**src/hw/rtl/dilvi_pkg.sv**
```systemverilog
package dilvi_pkg;

    localparam int SPEED_NODES = 3;
    localparam int VOTE_CH     = 7;
    localparam int Q_DEPTH     = 2;

    localparam logic [10:0] CLASS_MASK  = 11'h780;
    localparam logic [10:0] CLASS_SPEED = 11'h280;
    localparam logic [10:0] CLASS_IO_A  = 11'h380;
    localparam logic [10:0] CLASS_IO_B  = 11'h480;
    localparam logic [2:0]  NODE_IO_B   = 3'h7;
    localparam logic [14:0] LIMIT_RESET = 15'd500;
    localparam logic [14:0] MAG_MAX     = 15'h7FFF;

    localparam logic [7:0] WR_MASK_NONE  = 8'h00;
    localparam logic [7:0] WR_MASK_SPEED = 8'h20;
    localparam logic [7:0] WR_MASK_EVAL  = 8'h1E;

    typedef enum logic [2:0] {
        CMD_NONE,
        CMD_SPEED,
        CMD_IO_A,
        CMD_IO_B,
        CMD_EVAL
    } t_cmd_kind;

    // decoded request handed from front to back; li/fb/bits already active-high
    typedef struct packed {
        t_cmd_kind   kind;
        logic [1:0]  node;
        logic [14:0] mag;
        logic [3:0]  bits;
        logic [7:0]  li;
        logic [7:0]  fb;
    } t_cmd;

endpackage

```
**src/hw/rtl/dilvi_in_if.sv**
```systemverilog
interface dilvi_in_if;
    logic        valid;
    logic        ready;
    logic        operation;
    logic [10:0] frame_id;
    logic [7:0]  data_byte0;
    logic [7:0]  data_byte2;
    logic [7:0]  data_byte3;
    logic [7:0]  local_inputs;
    logic [7:0]  output_feedback;

    modport source (output valid, output operation, output frame_id, output data_byte0,
                    output data_byte2, output data_byte3, output local_inputs,
                    output output_feedback, input ready);
    modport sink (input valid, input operation, input frame_id, input data_byte0,
                  input data_byte2, input data_byte3, input local_inputs,
                  input output_feedback, output ready);
endinterface

```
**src/hw/rtl/dilvi_out_if.sv**
```systemverilog
interface dilvi_out_if;
    logic       valid;
    logic       ready;
    logic [7:0] write_mask;
    logic [7:0] write_value;

    modport source (output valid, output write_mask, output write_value, input ready);
    modport sink (input valid, input write_mask, input write_value, output ready);
endinterface

```
**src/hw/rtl/dilvi_cfg_if.sv**
```systemverilog
interface dilvi_cfg_if;
    logic        valid;
    logic        ready;
    logic [14:0] slow_speed_limit;

    modport source (output valid, output slow_speed_limit, input ready);
    modport sink (input valid, input slow_speed_limit, output ready);
endinterface

```
**src/hw/rtl/dilvi_front.sv**
```systemverilog
module dilvi_front (
    dilvi_in_if.sink        i_in,
    input  logic            i_q_ready,
    output logic            o_q_push,
    output dilvi_pkg::t_cmd o_cmd
);
    import dilvi_pkg::*;

    logic [10:0] cls;
    logic [15:0] raw;
    logic [15:0] neg;
    logic [7:0]  d0;

    assign i_in.ready = i_q_ready;
    assign o_q_push   = i_in.valid & i_q_ready;

    always_comb begin
        cls = i_in.frame_id & CLASS_MASK;
        raw = {i_in.data_byte3, i_in.data_byte2};
        neg = 16'd0 - raw;
        d0  = ~i_in.data_byte0;

        o_cmd.kind = CMD_NONE;
        o_cmd.node = i_in.frame_id[1:0];
        o_cmd.bits = 4'd0;
        o_cmd.li   = ~i_in.local_inputs;
        o_cmd.fb   = ~i_in.output_feedback;
        // -32768 has no positive twin; clamp
        if (raw[15]) begin
            o_cmd.mag = neg[15] ? MAG_MAX : neg[14:0];
        end else begin
            o_cmd.mag = raw[14:0];
        end

        if (i_in.operation) begin
            o_cmd.kind = CMD_EVAL;
        end else if (cls == CLASS_SPEED) begin
            o_cmd.kind = CMD_SPEED;
        end else if (cls == CLASS_IO_A) begin
            o_cmd.kind = CMD_IO_A;
            o_cmd.bits = {d0[4], d0[3], d0[1], d0[0]};
        end else if (cls == CLASS_IO_B && i_in.frame_id[2:0] == NODE_IO_B) begin
            o_cmd.kind = CMD_IO_B;
            o_cmd.bits = {1'b0, d0[2:0]};
        end
    end
endmodule

```
**src/hw/rtl/dilvi_queue.sv**
```systemverilog
module dilvi_queue (
    input  logic            i_clk,
    input  logic            i_rst_n,
    input  logic            i_push,
    input  dilvi_pkg::t_cmd i_cmd,
    output logic            o_ready,
    input  logic            i_pop,
    output logic            o_valid,
    output dilvi_pkg::t_cmd o_cmd
);
    import dilvi_pkg::*;

    localparam int PW = (Q_DEPTH > 1) ? $clog2(Q_DEPTH) : 1;
    localparam int CW = $clog2(Q_DEPTH + 1);
    localparam logic [CW-1:0] CNT_FULL = CW'(Q_DEPTH);
    localparam logic [PW-1:0] PTR_LAST = PW'(Q_DEPTH - 1);

    t_cmd          r_mem [Q_DEPTH];
    logic [PW-1:0] r_wr, n_wr;
    logic [PW-1:0] r_rd, n_rd;
    logic [CW-1:0] r_cnt, n_cnt;
    logic          do_push, do_pop;

    assign o_ready = (r_cnt != CNT_FULL);
    assign o_valid = (r_cnt != '0);
    assign o_cmd   = r_mem[r_rd];
    assign do_push = i_push & o_ready;
    assign do_pop  = i_pop & o_valid;

    always_comb begin
        n_wr  = r_wr;
        n_rd  = r_rd;
        n_cnt = r_cnt;
        if (do_push) begin
            n_wr = (r_wr == PTR_LAST) ? '0 : r_wr + 1'b1;
        end
        if (do_pop) begin
            n_rd = (r_rd == PTR_LAST) ? '0 : r_rd + 1'b1;
        end
        if (do_push && !do_pop) begin
            n_cnt = r_cnt + 1'b1;
        end else if (do_pop && !do_push) begin
            n_cnt = r_cnt - 1'b1;
        end
    end

    always_ff @(posedge i_clk) begin
        if (!i_rst_n) begin
            r_wr  <= '0;
            r_rd  <= '0;
            r_cnt <= '0;
        end else begin
            r_wr  <= n_wr;
            r_rd  <= n_rd;
            r_cnt <= n_cnt;
        end
    end

    always_ff @(posedge i_clk) begin
        if (do_push) begin
            r_mem[r_wr] <= i_cmd;
        end
    end
endmodule

```
**src/hw/rtl/dilvi_back.sv**
```systemverilog
module dilvi_back #(
    parameter int P_SPEED_NODES = dilvi_pkg::SPEED_NODES
) (
    input  logic            i_clk,
    input  logic            i_rst_n,
    input  logic            i_q_valid,
    input  dilvi_pkg::t_cmd i_cmd,
    output logic            o_q_pop,
    dilvi_cfg_if.sink       i_cfg,
    dilvi_out_if.source     o_out
);
    import dilvi_pkg::*;

    localparam int SW = (P_SPEED_NODES > 1) ? $clog2(P_SPEED_NODES) : 1;
    localparam int NW = $clog2(P_SPEED_NODES + 1);
    localparam logic [NW-1:0] SLOW_MIN = NW'(2);

    logic [14:0] r_limit;
    logic [14:0] r_mag [P_SPEED_NODES];
    logic [14:0] n_mag [P_SPEED_NODES];
    logic        r_over, n_over;
    logic [2:0]  r_hist [VOTE_CH];
    logic [2:0]  n_hist [VOTE_CH];
    logic [VOTE_CH-1:0] voted;
    logic        r_out_valid;
    logic [7:0]  r_mask, r_val, n_mask, n_val;
    logic [NW-1:0] slow;
    logic [SW-1:0] slot;
    logic [2:0]  hn;

    logic vsl, vsp, r1, r2, tp, vbtrk, skark, idle;
    logic pon, pov, skarv, skarn, pusk, rkzd, vfb, nfb;
    logic fwd, rev, rzd, rtr;

    assign i_cfg.ready = 1'b1;
    assign o_q_pop     = i_q_valid & (~r_out_valid | o_out.ready);
    assign o_out.valid       = r_out_valid;
    assign o_out.write_mask  = r_mask;
    assign o_out.write_value = r_val;

    always_comb begin
        for (int k = 0; k < VOTE_CH; k++) begin
            voted[k] = (r_hist[k][0] & r_hist[k][1]) | (r_hist[k][0] & r_hist[k][2]) |
                       (r_hist[k][1] & r_hist[k][2]);
        end
    end

    assign vsl   = voted[0];
    assign vsp   = voted[1];
    assign r1    = voted[2];
    assign r2    = voted[3];
    assign tp    = voted[4];
    assign vbtrk = voted[5];
    assign skark = voted[6];
    assign idle  = ~r1 & ~r2;
    assign pon   = i_cmd.li[0];
    assign pov   = i_cmd.li[1];
    assign skarv = i_cmd.li[2];
    assign skarn = i_cmd.li[3];
    assign pusk  = i_cmd.li[4];
    assign rkzd  = i_cmd.li[6];
    assign vfb   = i_cmd.fb[1];
    assign nfb   = i_cmd.fb[2];

    always_comb begin
        fwd = ~nfb & pov & (vsl | idle) &
              ((skarv & ~r1) | (r1 & ~r2 & (vfb | (pusk & ~vsp)))) & tp;
        rev = ~fwd & pon & (vsp | idle) &
              ((skarn & ~r1) | (r1 & ~r2 & (nfb | (pusk & ~vsl)))) & tp;
        rzd = (fwd | rev) & ((~r1 & r2) | (rkzd & vbtrk & skark)) & tp;
        rtr = ((rzd & (fwd | rev)) | (vsl & vsp & r_over)) & tp;
    end

    always_comb begin
        slot = SW'(i_cmd.node - 2'd1);
        for (int i = 0; i < P_SPEED_NODES; i++) begin
            n_mag[i] = r_mag[i];
        end
        // node 0 stores nothing but still refreshes the flag
        if (i_cmd.kind == CMD_SPEED && i_cmd.node != 2'd0 &&
            32'(i_cmd.node) <= P_SPEED_NODES) begin
            n_mag[slot] = i_cmd.mag;
        end
        slow = '0;
        for (int i = 0; i < P_SPEED_NODES; i++) begin
            slow = slow + NW'(n_mag[i] <= r_limit);
        end
    end

    always_comb begin
        n_over = r_over;
        n_mask = WR_MASK_NONE;
        n_val  = 8'h00;
        for (int k = 0; k < VOTE_CH; k++) begin
            n_hist[k] = r_hist[k];
        end
        hn = 3'd0;
        case (i_cmd.kind)
            CMD_EVAL: begin
                n_mask = WR_MASK_EVAL;
                n_val  = {3'b000, rtr, rzd, rev, fwd, 1'b0};
            end
            CMD_SPEED: begin
                n_over = (slow < SLOW_MIN);
                n_mask = WR_MASK_SPEED;
                n_val  = n_over ? WR_MASK_SPEED : 8'h00;
            end
            CMD_IO_A: begin
                for (int k = 0; k < 4; k++) begin
                    hn = r_hist[k];
                    n_hist[k] = {hn[1:0], i_cmd.bits[k]};
                end
            end
            CMD_IO_B: begin
                for (int k = 0; k < 3; k++) begin
                    hn = r_hist[k + 4];
                    n_hist[k + 4] = {hn[1:0], i_cmd.bits[k]};
                end
            end
            default: begin
            end
        endcase
    end

    always_ff @(posedge i_clk) begin
        if (!i_rst_n) begin
            r_limit     <= LIMIT_RESET;
            r_over      <= 1'b0;
            r_out_valid <= 1'b0;
            for (int i = 0; i < P_SPEED_NODES; i++) begin
                r_mag[i] <= '0;
            end
            for (int k = 0; k < VOTE_CH; k++) begin
                r_hist[k] <= '0;
            end
        end else begin
            if (i_cfg.valid) begin
                r_limit <= i_cfg.slow_speed_limit;
            end
            if (o_q_pop) begin
                r_over      <= n_over;
                r_out_valid <= 1'b1;
                for (int i = 0; i < P_SPEED_NODES; i++) begin
                    r_mag[i] <= n_mag[i];
                end
                for (int k = 0; k < VOTE_CH; k++) begin
                    r_hist[k] <= n_hist[k];
                end
            end else if (o_out.ready) begin
                r_out_valid <= 1'b0;
            end
        end
    end

    always_ff @(posedge i_clk) begin
        if (o_q_pop) begin
            r_mask <= n_mask;
            r_val  <= n_val;
        end
    end
endmodule

```
**src/hw/rtl/drive_interlock_with_voted_inputs_top.sv**
```systemverilog
// Drive interlock with voted inputs.
// i_in carries one request per item: a received bus frame (operation 0) or an
// interlock evaluation (operation 1). Every request yields exactly one
// mask/value output write on o_out, in request order. i_cfg writes the slow
// speed limit; it is always ready and should only be written while idle.
// Front decodes the frame class and speed magnitude, a two-entry queue
// follows, and the back end updates speeds, overspeed flag and vote histories
// and evaluates the interlock equations into an output register.
// A request passes through the queue and then the output register before its
// write shows on o_out. Throughput: one request per cycle, sustained, while
// o_out is ready.
// If o_out stalls, the output register holds, the queue fills (two entries)
// and i_in.ready drops; nothing is dropped or repeated.
// Reset (i_rst_n low, synchronous) clears speeds, flag, histories, queue and
// output valid, and loads the limit with 500.
module drive_interlock_with_voted_inputs_top #(
    parameter int P_SPEED_NODES = dilvi_pkg::SPEED_NODES
) (
    input  logic        i_clk,
    input  logic        i_rst_n,
    dilvi_in_if.sink    i_in,
    dilvi_cfg_if.sink   i_cfg,
    dilvi_out_if.source o_out
);
    import dilvi_pkg::*;

    t_cmd front_cmd;
    t_cmd q_cmd;
    logic q_ready, q_push, q_valid, q_pop;

    dilvi_front u_front (
        .i_in      (i_in),
        .i_q_ready (q_ready),
        .o_q_push  (q_push),
        .o_cmd     (front_cmd)
    );

    dilvi_queue u_queue (
        .i_clk   (i_clk),
        .i_rst_n (i_rst_n),
        .i_push  (q_push),
        .i_cmd   (front_cmd),
        .o_ready (q_ready),
        .i_pop   (q_pop),
        .o_valid (q_valid),
        .o_cmd   (q_cmd)
    );

    dilvi_back #(
        .P_SPEED_NODES (P_SPEED_NODES)
    ) u_back (
        .i_clk     (i_clk),
        .i_rst_n   (i_rst_n),
        .i_q_valid (q_valid),
        .i_cmd     (q_cmd),
        .o_q_pop   (q_pop),
        .i_cfg     (i_cfg),
        .o_out     (o_out)
    );
endmodule
```
**src/flat_wrapper.sv**
```systemverilog
// flat-port wrapper written by rule: the top's interface ports become plain ports
module drive_interlock_with_voted_inputs_top_flat import dilvi_pkg::*;
#(
    parameter int P_SPEED_NODES = dilvi_pkg::SPEED_NODES
)
  (i_clk, i_rst_n, i_in_valid, i_in_operation, i_in_frame_id, i_in_data_byte0, i_in_data_byte2, i_in_data_byte3, i_in_local_inputs, i_in_output_feedback, i_in_ready, i_cfg_valid, i_cfg_slow_speed_limit, i_cfg_ready, o_out_valid, o_out_write_mask, o_out_write_value, o_out_ready);
  dilvi_in_if i_in_i ();
  dilvi_cfg_if i_cfg_i ();
  dilvi_out_if o_out_i ();
  input  logic i_clk;
  input  logic i_rst_n;
  input wire logic [$bits(i_in_i.valid)-1:0] i_in_valid;
  input wire logic [$bits(i_in_i.operation)-1:0] i_in_operation;
  input wire logic [$bits(i_in_i.frame_id)-1:0] i_in_frame_id;
  input wire logic [$bits(i_in_i.data_byte0)-1:0] i_in_data_byte0;
  input wire logic [$bits(i_in_i.data_byte2)-1:0] i_in_data_byte2;
  input wire logic [$bits(i_in_i.data_byte3)-1:0] i_in_data_byte3;
  input wire logic [$bits(i_in_i.local_inputs)-1:0] i_in_local_inputs;
  input wire logic [$bits(i_in_i.output_feedback)-1:0] i_in_output_feedback;
  output wire logic [$bits(i_in_i.ready)-1:0] i_in_ready;
  input wire logic [$bits(i_cfg_i.valid)-1:0] i_cfg_valid;
  input wire logic [$bits(i_cfg_i.slow_speed_limit)-1:0] i_cfg_slow_speed_limit;
  output wire logic [$bits(i_cfg_i.ready)-1:0] i_cfg_ready;
  output wire logic [$bits(o_out_i.valid)-1:0] o_out_valid;
  output wire logic [$bits(o_out_i.write_mask)-1:0] o_out_write_mask;
  output wire logic [$bits(o_out_i.write_value)-1:0] o_out_write_value;
  input wire logic [$bits(o_out_i.ready)-1:0] o_out_ready;
  assign i_in_i.valid = i_in_valid;
  assign i_in_i.operation = i_in_operation;
  assign i_in_i.frame_id = i_in_frame_id;
  assign i_in_i.data_byte0 = i_in_data_byte0;
  assign i_in_i.data_byte2 = i_in_data_byte2;
  assign i_in_i.data_byte3 = i_in_data_byte3;
  assign i_in_i.local_inputs = i_in_local_inputs;
  assign i_in_i.output_feedback = i_in_output_feedback;
  assign i_in_ready = i_in_i.ready;
  assign i_cfg_i.valid = i_cfg_valid;
  assign i_cfg_i.slow_speed_limit = i_cfg_slow_speed_limit;
  assign i_cfg_ready = i_cfg_i.ready;
  assign o_out_valid = o_out_i.valid;
  assign o_out_write_mask = o_out_i.write_mask;
  assign o_out_write_value = o_out_i.write_value;
  assign o_out_i.ready = o_out_ready;
  drive_interlock_with_voted_inputs_top #(.P_SPEED_NODES(P_SPEED_NODES)) u_core (.i_clk(i_clk), .i_rst_n(i_rst_n), .i_in(i_in_i), .i_cfg(i_cfg_i), .o_out(o_out_i));
endmodule
```
**config.mk**
```make
export PLATFORM = sky130hd
export DESIGN_NAME = drive_interlock_with_voted_inputs_top_flat
export DESIGN_NICKNAME = d
export VERILOG_FILES = /design/src/hw/rtl/dilvi_pkg.sv /design/src/hw/rtl/dilvi_in_if.sv /design/src/hw/rtl/dilvi_out_if.sv /design/src/hw/rtl/dilvi_cfg_if.sv /design/src/hw/rtl/dilvi_front.sv /design/src/hw/rtl/dilvi_queue.sv /design/src/hw/rtl/dilvi_back.sv /design/src/hw/rtl/drive_interlock_with_voted_inputs_top.sv /design/src/flat_wrapper.sv
export SDC_FILE = /design/constraint.sdc
export NUM_CORES = 1
export LEC_CHECK = 0
export BUFFER_PORTS_ARGS = -buffer_cell sky130_fd_sc_hd__buf_2
export CAP_MARGIN = 20
export CORE_MARGIN = 5
export CORE_UTILIZATION = 50
export DETAILED_ROUTE_END_ITERATION = 8
export MAX_ROUTING_LAYER = met4
export PLACE_DENSITY = 0.77
export REMOVE_ABC_BUFFERS = 1
export SKIP_LAST_GASP = 1
export SYNTH_ARGS = -nofsm -noshare
export SYNTH_HDL_FRONTEND = slang
export SYNTH_SLANG_ARGS = --single-unit
```
**constraint.sdc**
```tcl
create_clock -name i_clk -period 5.1 [get_ports i_clk]
set_clock_uncertainty 0.1 [all_clocks]
set_input_delay 0.51 -clock i_clk [delete_from_list [all_inputs] [get_ports i_clk]]
set_output_delay 0.51 -clock i_clk [all_outputs]
set_load 0.005 [all_outputs]
```
# Yosys cells after proc, flatten, opt, wreduce, memory -nomap -nowiden

Memories as Yosys holds them, arrays and structs flattened. A register that Yosys moved wholly into a read port is not among the register bits.
Index checks and enable logic that the tools add are counted.
Widths: inputs -> output; s select.

Memories: 3
Register bits after elaboration: 37
Word-level logic and storage cells: 184
Memory bits (writable): 146
Output and inout port bits: 19

Equal/unequal tests: 9
Bitwise logic cells: 95
Reductions and logical operators: 12
Add/sub/neg operators: 8
Mux-type cells: 43
Magnitude comparators: 6

Memories:

| name                 | words | width | rd ports | clocked after Yosys merged registers in | wr ports | RTL line          | RTL |
|---|---|---|---|---|---|---|---|
| u_core.u_queue.r_mem | 2     | 40    | 1        | 1                                       | 1        | dilvi_queue.sv:18 | `t_cmd r_mem [Q_DEPTH];` |
| u_core.u_back.r_mag  | 3     | 15    | 3        | 0                                       | 3        | dilvi_back.sv:19  | `logic [14:0] r_mag [P_SPEED_NODES];` |
| u_core.u_back.r_hist | 7     | 3     | 7        | 0                                       | 7        | dilvi_back.sv:22  | `logic [2:0] r_hist [VOTE_CH];` |

Operators with widths:

| kind                  | number |
|---|---|
| $mux 15               | 6 |
| $and 1x1->1           | 50 |
| $bwmux 45             | 1 |
| $le 15x15->1          | 3 |
| $mux 45               | 1 |
| $or 1x1->1            | 34 |
| $demux 15 s2          | 1 |
| $mux 3                | 9 |
| $pmux 6 s2            | 2 |
| $not 8->8             | 2 |
| $sub 1x16->16 const A | 1 |
| $mux 1                | 12 |
| $mux 12               | 1 |
| $mux 4                | 3 |
| $mux 2                | 5 |
| $mux 9                | 1 |
| $eq 4x3->1 const B    | 2 |
| $reduce_bool 2->1     | 4 |
| $not 1->1             | 7 |
| $eq 3x2->1 const B    | 2 |
| $eq 3x3->1 const B    | 2 |
| $mux 6                | 1 |
| $logic_and 1x1->1     | 5 |
| $not 5->5             | 1 |
| other kinds (14)      | 17 |

# Logic depth before layout (Yosys ltp)

An unclocked memory read counts as a cell.

Depth in word-level cells: 23
Gate-level depth with buffers: 20

# Modules after synthesis

A second synthesis with hierarchy kept.

Cell total of the unflattened synthesis: 689
Area total of the unflattened synthesis: 9,002.4 um^2

By module, submodules not included:

| module      | area an instance (um^2) | times used | sequential area each (um^2) | cells an instance |
|---|---|---|---|---|
| dilvi_back  | 5,283.8                 | 1          | 2,532.4                     | 440 |
| dilvi_queue | 3,115.5                 | 1          | 2,502.4                     | 148 |
| dilvi_front | 603.1                   | 1          | 0.0                         | 101 |

# Worst setup path before layout

No wires, ideal clock.

Path kind: register to register
Start point: mem u_core.u_queue.r_mem[0][39] in the netlist's numbering
End point: reg u_core.u_back.r_over
Cell stages (with the launch flop): 18
Path slack: 1.567 ns
Path buffers: 2
Clock period less this slack: 3.533 ns
Arrival time: 3.317 ns
Cell sequence: edfxtp_1 nor3b_1 o21a_2 and2_1 buf_4 buf_6 a21oi_1 ha_1 nand3_1 nor2_1 nand3_1 o311ai_0 o311ai_0 ha_1 nand4_1 o311ai_0 a311oi_1 a31o_2

RTL lines:

| element              | RTL line          | RTL |
|---|---|---|
| start, declared      | dilvi_queue.sv:18 |  |
| end signal, assigned | dilvi_back.sv:141 | `r_over <= n_over;` |
| end, declared        | dilvi_back.sv:21  | `logic r_over, n_over;` |

==> metrics.md <==
| Metric | Value |
|---|---|
| Leak Pwr | `between 3 and 4 nW` |
| Unrepaired setup endpoints after global routing | `no` |
| Buffer and inverter count on the worst path | `2` |
| First-pass GRT wire length | `24600 um` |
| Fill cell count | `1365` |
| DR vias/cell | `5.32` |
| Crit path max-delay cell type | `dfxtp_2` |
| Number of synthesized flops with an enable pin | `137` |
| Most common cell after layout, fill and taps aside | `edfxtp_1` |
| Fin worst setup slack | `0.607 ns` |
| Worst-path clk slew | `~0.060 ns` |
| Vias in the first global route | `between 5000 and 6000` |
| Postcts setup bufs | `0` |
| CP arrival | `4.71 ns` |
| Top layer in use | `met4` |
| Number of max-cap violations | `0` |
| Crit path cell chain | `buf_4, nand2_1, o22ai_1, nand2_1, buf_4, o21ai_0, ha_1, a21o_1, a21o_1, a21oi_1, nand2_1, o21ai_0, ha_1, nand4_1, o311ai_0, a311oi_1, a31o_2` |
| Cells after Synth | `between 700 and 800` |
| YS warnings | `0` |
| Relative slew margins | `33.4%` |
| Cells after DPL | `just under 1000` |
| Drt pass-1 iters | `4` |
| CP Max Fanout | `24` |
| Largest net degree at the start of global routing | `46` |
| Min Tclk post-route | `4.49 ns` |
| CTS resizes | `0` |
| Pins Over Slew Limit | `0` |
| Initial core utilization | `about 51%` |
| DRC | `0` |
| DR WL/cell | `15.1 um` |
| Gr ovfl total | `0` |
| Synthesized area per cell | `11.4 um^2` |
| Worst path max stage delay | `0.57 ns` |
| Post-synth top flop | `edfxtp_1` |
| Cts-stage hold buffer count | `0` |
| Gpl congestion | `between 0.8 and 0.9` |
| Vias | `5333` |
| Peak Freq | `223 MHz` |
| Worst slack, placed | `0.659 ns` |
| Post-synthesis register bit count | `159` |
| WL met3 | `771 um` |
| Die H | `137 um` |
| Die footprint | `0.0189 mm^2` |
| Detail Route Antenna Nets | `0` |
| Run status | `finished clean` |
| M1 WL | `7080 um` |
| Distinct cells, synth | `59` |
| Tcrit/Tclk final | `about nine tenths` |
| Layout net count | `between 800 and 900` |
| CTS sink cnt | `159` |
| Layout cells sized above 1 | `15.5%` |
| Total Neg Setup Slack | `0 ns` |
| Peak VDD IR | `0.278 mV` |
| Final Non-Filler Cells | `1003` |
| Most frequent cells in the layout | `137 x edfxtp_1, 70 x nand2_1, 68 x buf_2` |
| Starting DRT DRC Count | `364` |
| Diode count | `0` |
| Syn Std Cell Area | `0.00811 mm^2` |
| Met2 routed WL | `7100 um` |
| # H-tree levels | `4` |
| Worst min path class | `in2reg` |
| Root buf cell | `clkbuf_16` |
| Critical path class | `reg2reg` |
| CTS tree | `yes` |
| Worst-Margin Slew | `0.988 ns` |
| CP Launch Type | `flip-flop` |
| Seq/Total Area, Yosys | `56.1%` |
| # rows | `46` |
| Routed wire length | `15200 um` |
| Ys async rst share | `0%` |
| Crit-path leading delay family | `compound AO/OA/AOI/OAI gates` |
| Initial antenna violation count | `0` |
| Chip width | `137 um` |
| WP data required | `5.32 ns` |
| Longest Clk Path Bufs | `2` |
| Critical Path Most Common Cell | `nand2_1` |
| Final Setup Violations | `0` |
| Detailed placement HPWL | `10900 um` |
| Core area | `0.0159 mm^2` |
| Port Buf Inserts | `68` |
| PnR Total Power | `about 0.0044 W` |
| Io pins | `91` |
| Cts bufs inserted | `17` |
| Area delta synth->final | `13.3%` |
| Final-report hold violation count | `0` |
| Critical Path End Type | `flip-flop` |
| Total Routing Usage GR | `17.3%` |
| Pwr dens | `475 mW/mm^2` |
| Clock latency on the worst-skew pair | `roughly 0.43 ns` |
-- sequential cells by signal (all words and copies together) (netlist names), 2 cells and up, named ones only --
signal	flops
u_core.u_back.o_out.write_mask	2
u_core.u_queue.r_cnt	2
u_core.u_back.r_mag	45
u_core.u_back.r_hist	21
u_core.u_queue.r_mem	64
u_core.u_back.r_limit	15
u_core.u_back.o_out.write_value	5
-- final cells by class --
class / count / area [um^2] / share of cell area, %
sequential: 159 / 4560 / 49.5
multi-input combinational: 481 / 3220 / 35.0
timing repair buffer: 77 / 428 / 4.65
clock buffer: 17 / 425 / 4.63
tap: 216 / 270 / 2.94
clock inverter: 15 / 153 / 1.66
inverter: 38 / 143 / 1.55
-- cells in the mapped netlist (all sizes together), types with 8 or more instances --
| cell | n | area (um^2) |
|---|---|---|
| a21o | 10 | 75.1 |
| a21oi | 29 | 149 |
| and2 | 51 | 319 |
| and3 | 17 | 106 |
| buf | 24 | 168 |
| clkbuf | 14 | 52.6 |
| dfxtp | 22 | 440 |
| edfxtp | 137 | 4110 |
| ha | 48 | 601 |
| inv | 38 | 143 |
| mux2i | 34 | 340 |
| nand2 | 71 | 267 |
| nand3 | 10 | 50.1 |
| nor2 | 40 | 150 |
| nor2b | 19 | 119 |
| o211ai | 8 | 60.1 |
| o21ai | 43 | 215 |
| xor2 | 11 | 96.3 |
-- power by group --
| part | switching, W | total (W) | internal (W) |
|---|---|---|---|
| Clock | 0.000531 | 0.00122 | 0.000686 |
| Sequential | 0.000107 | 0.00188 | 0.00177 |
| Combinational | 0.000761 | 0.00127 | 0.000512 |
-- cells by family after synthesis --
logic type / share of synthesized area, %
flops: 56.1
simple gates: 15.3
other cells: 0.0926
xor+xnor: 1.51
fa+ha+maj: 8.30
mux: 4.61
compound gates: 9.58
buf+inv: 4.47
-- metal layers --
| layer | up-vias | global-route usage, % |
|---|---|---|
| met5 | - | - |
| met4 | 0 | 4.88 |
| met3 | 21 | 4.27 |
| met2 | 115 | 26.0 |
| met1 | 2519 | 23.6 |
| li1 | 2678 | - |
-- final timing paths --
kind              cells past startpoint                      from                     endpoint  slack [ns]
hold / removal                        1          i_in_frame_id[1]  u_core.u_queue.r_mem[0][36]        0.19
setup reg to reg                     17                 flip-flop         u_core.u_back.r_over        0.61
hold reg to reg                       2  u_core.u_back.r_limit[3]     u_core.u_back.r_limit[3]        0.42
setup / recovery                     17                 flip-flop         u_core.u_back.r_over        0.61
-- metrics by stage --
step	hold WS, ns	area [um^2]	util [%]
global route	0.186	9200	57.9
detailed placement	0.407	8590	54.1
floorplan	0.360	7910	-
CTS	0.179	9170	57.7
global placement	0.398	8590	54.1
finish	0.191	9200	57.9
(Power assumes the default switching activity.)
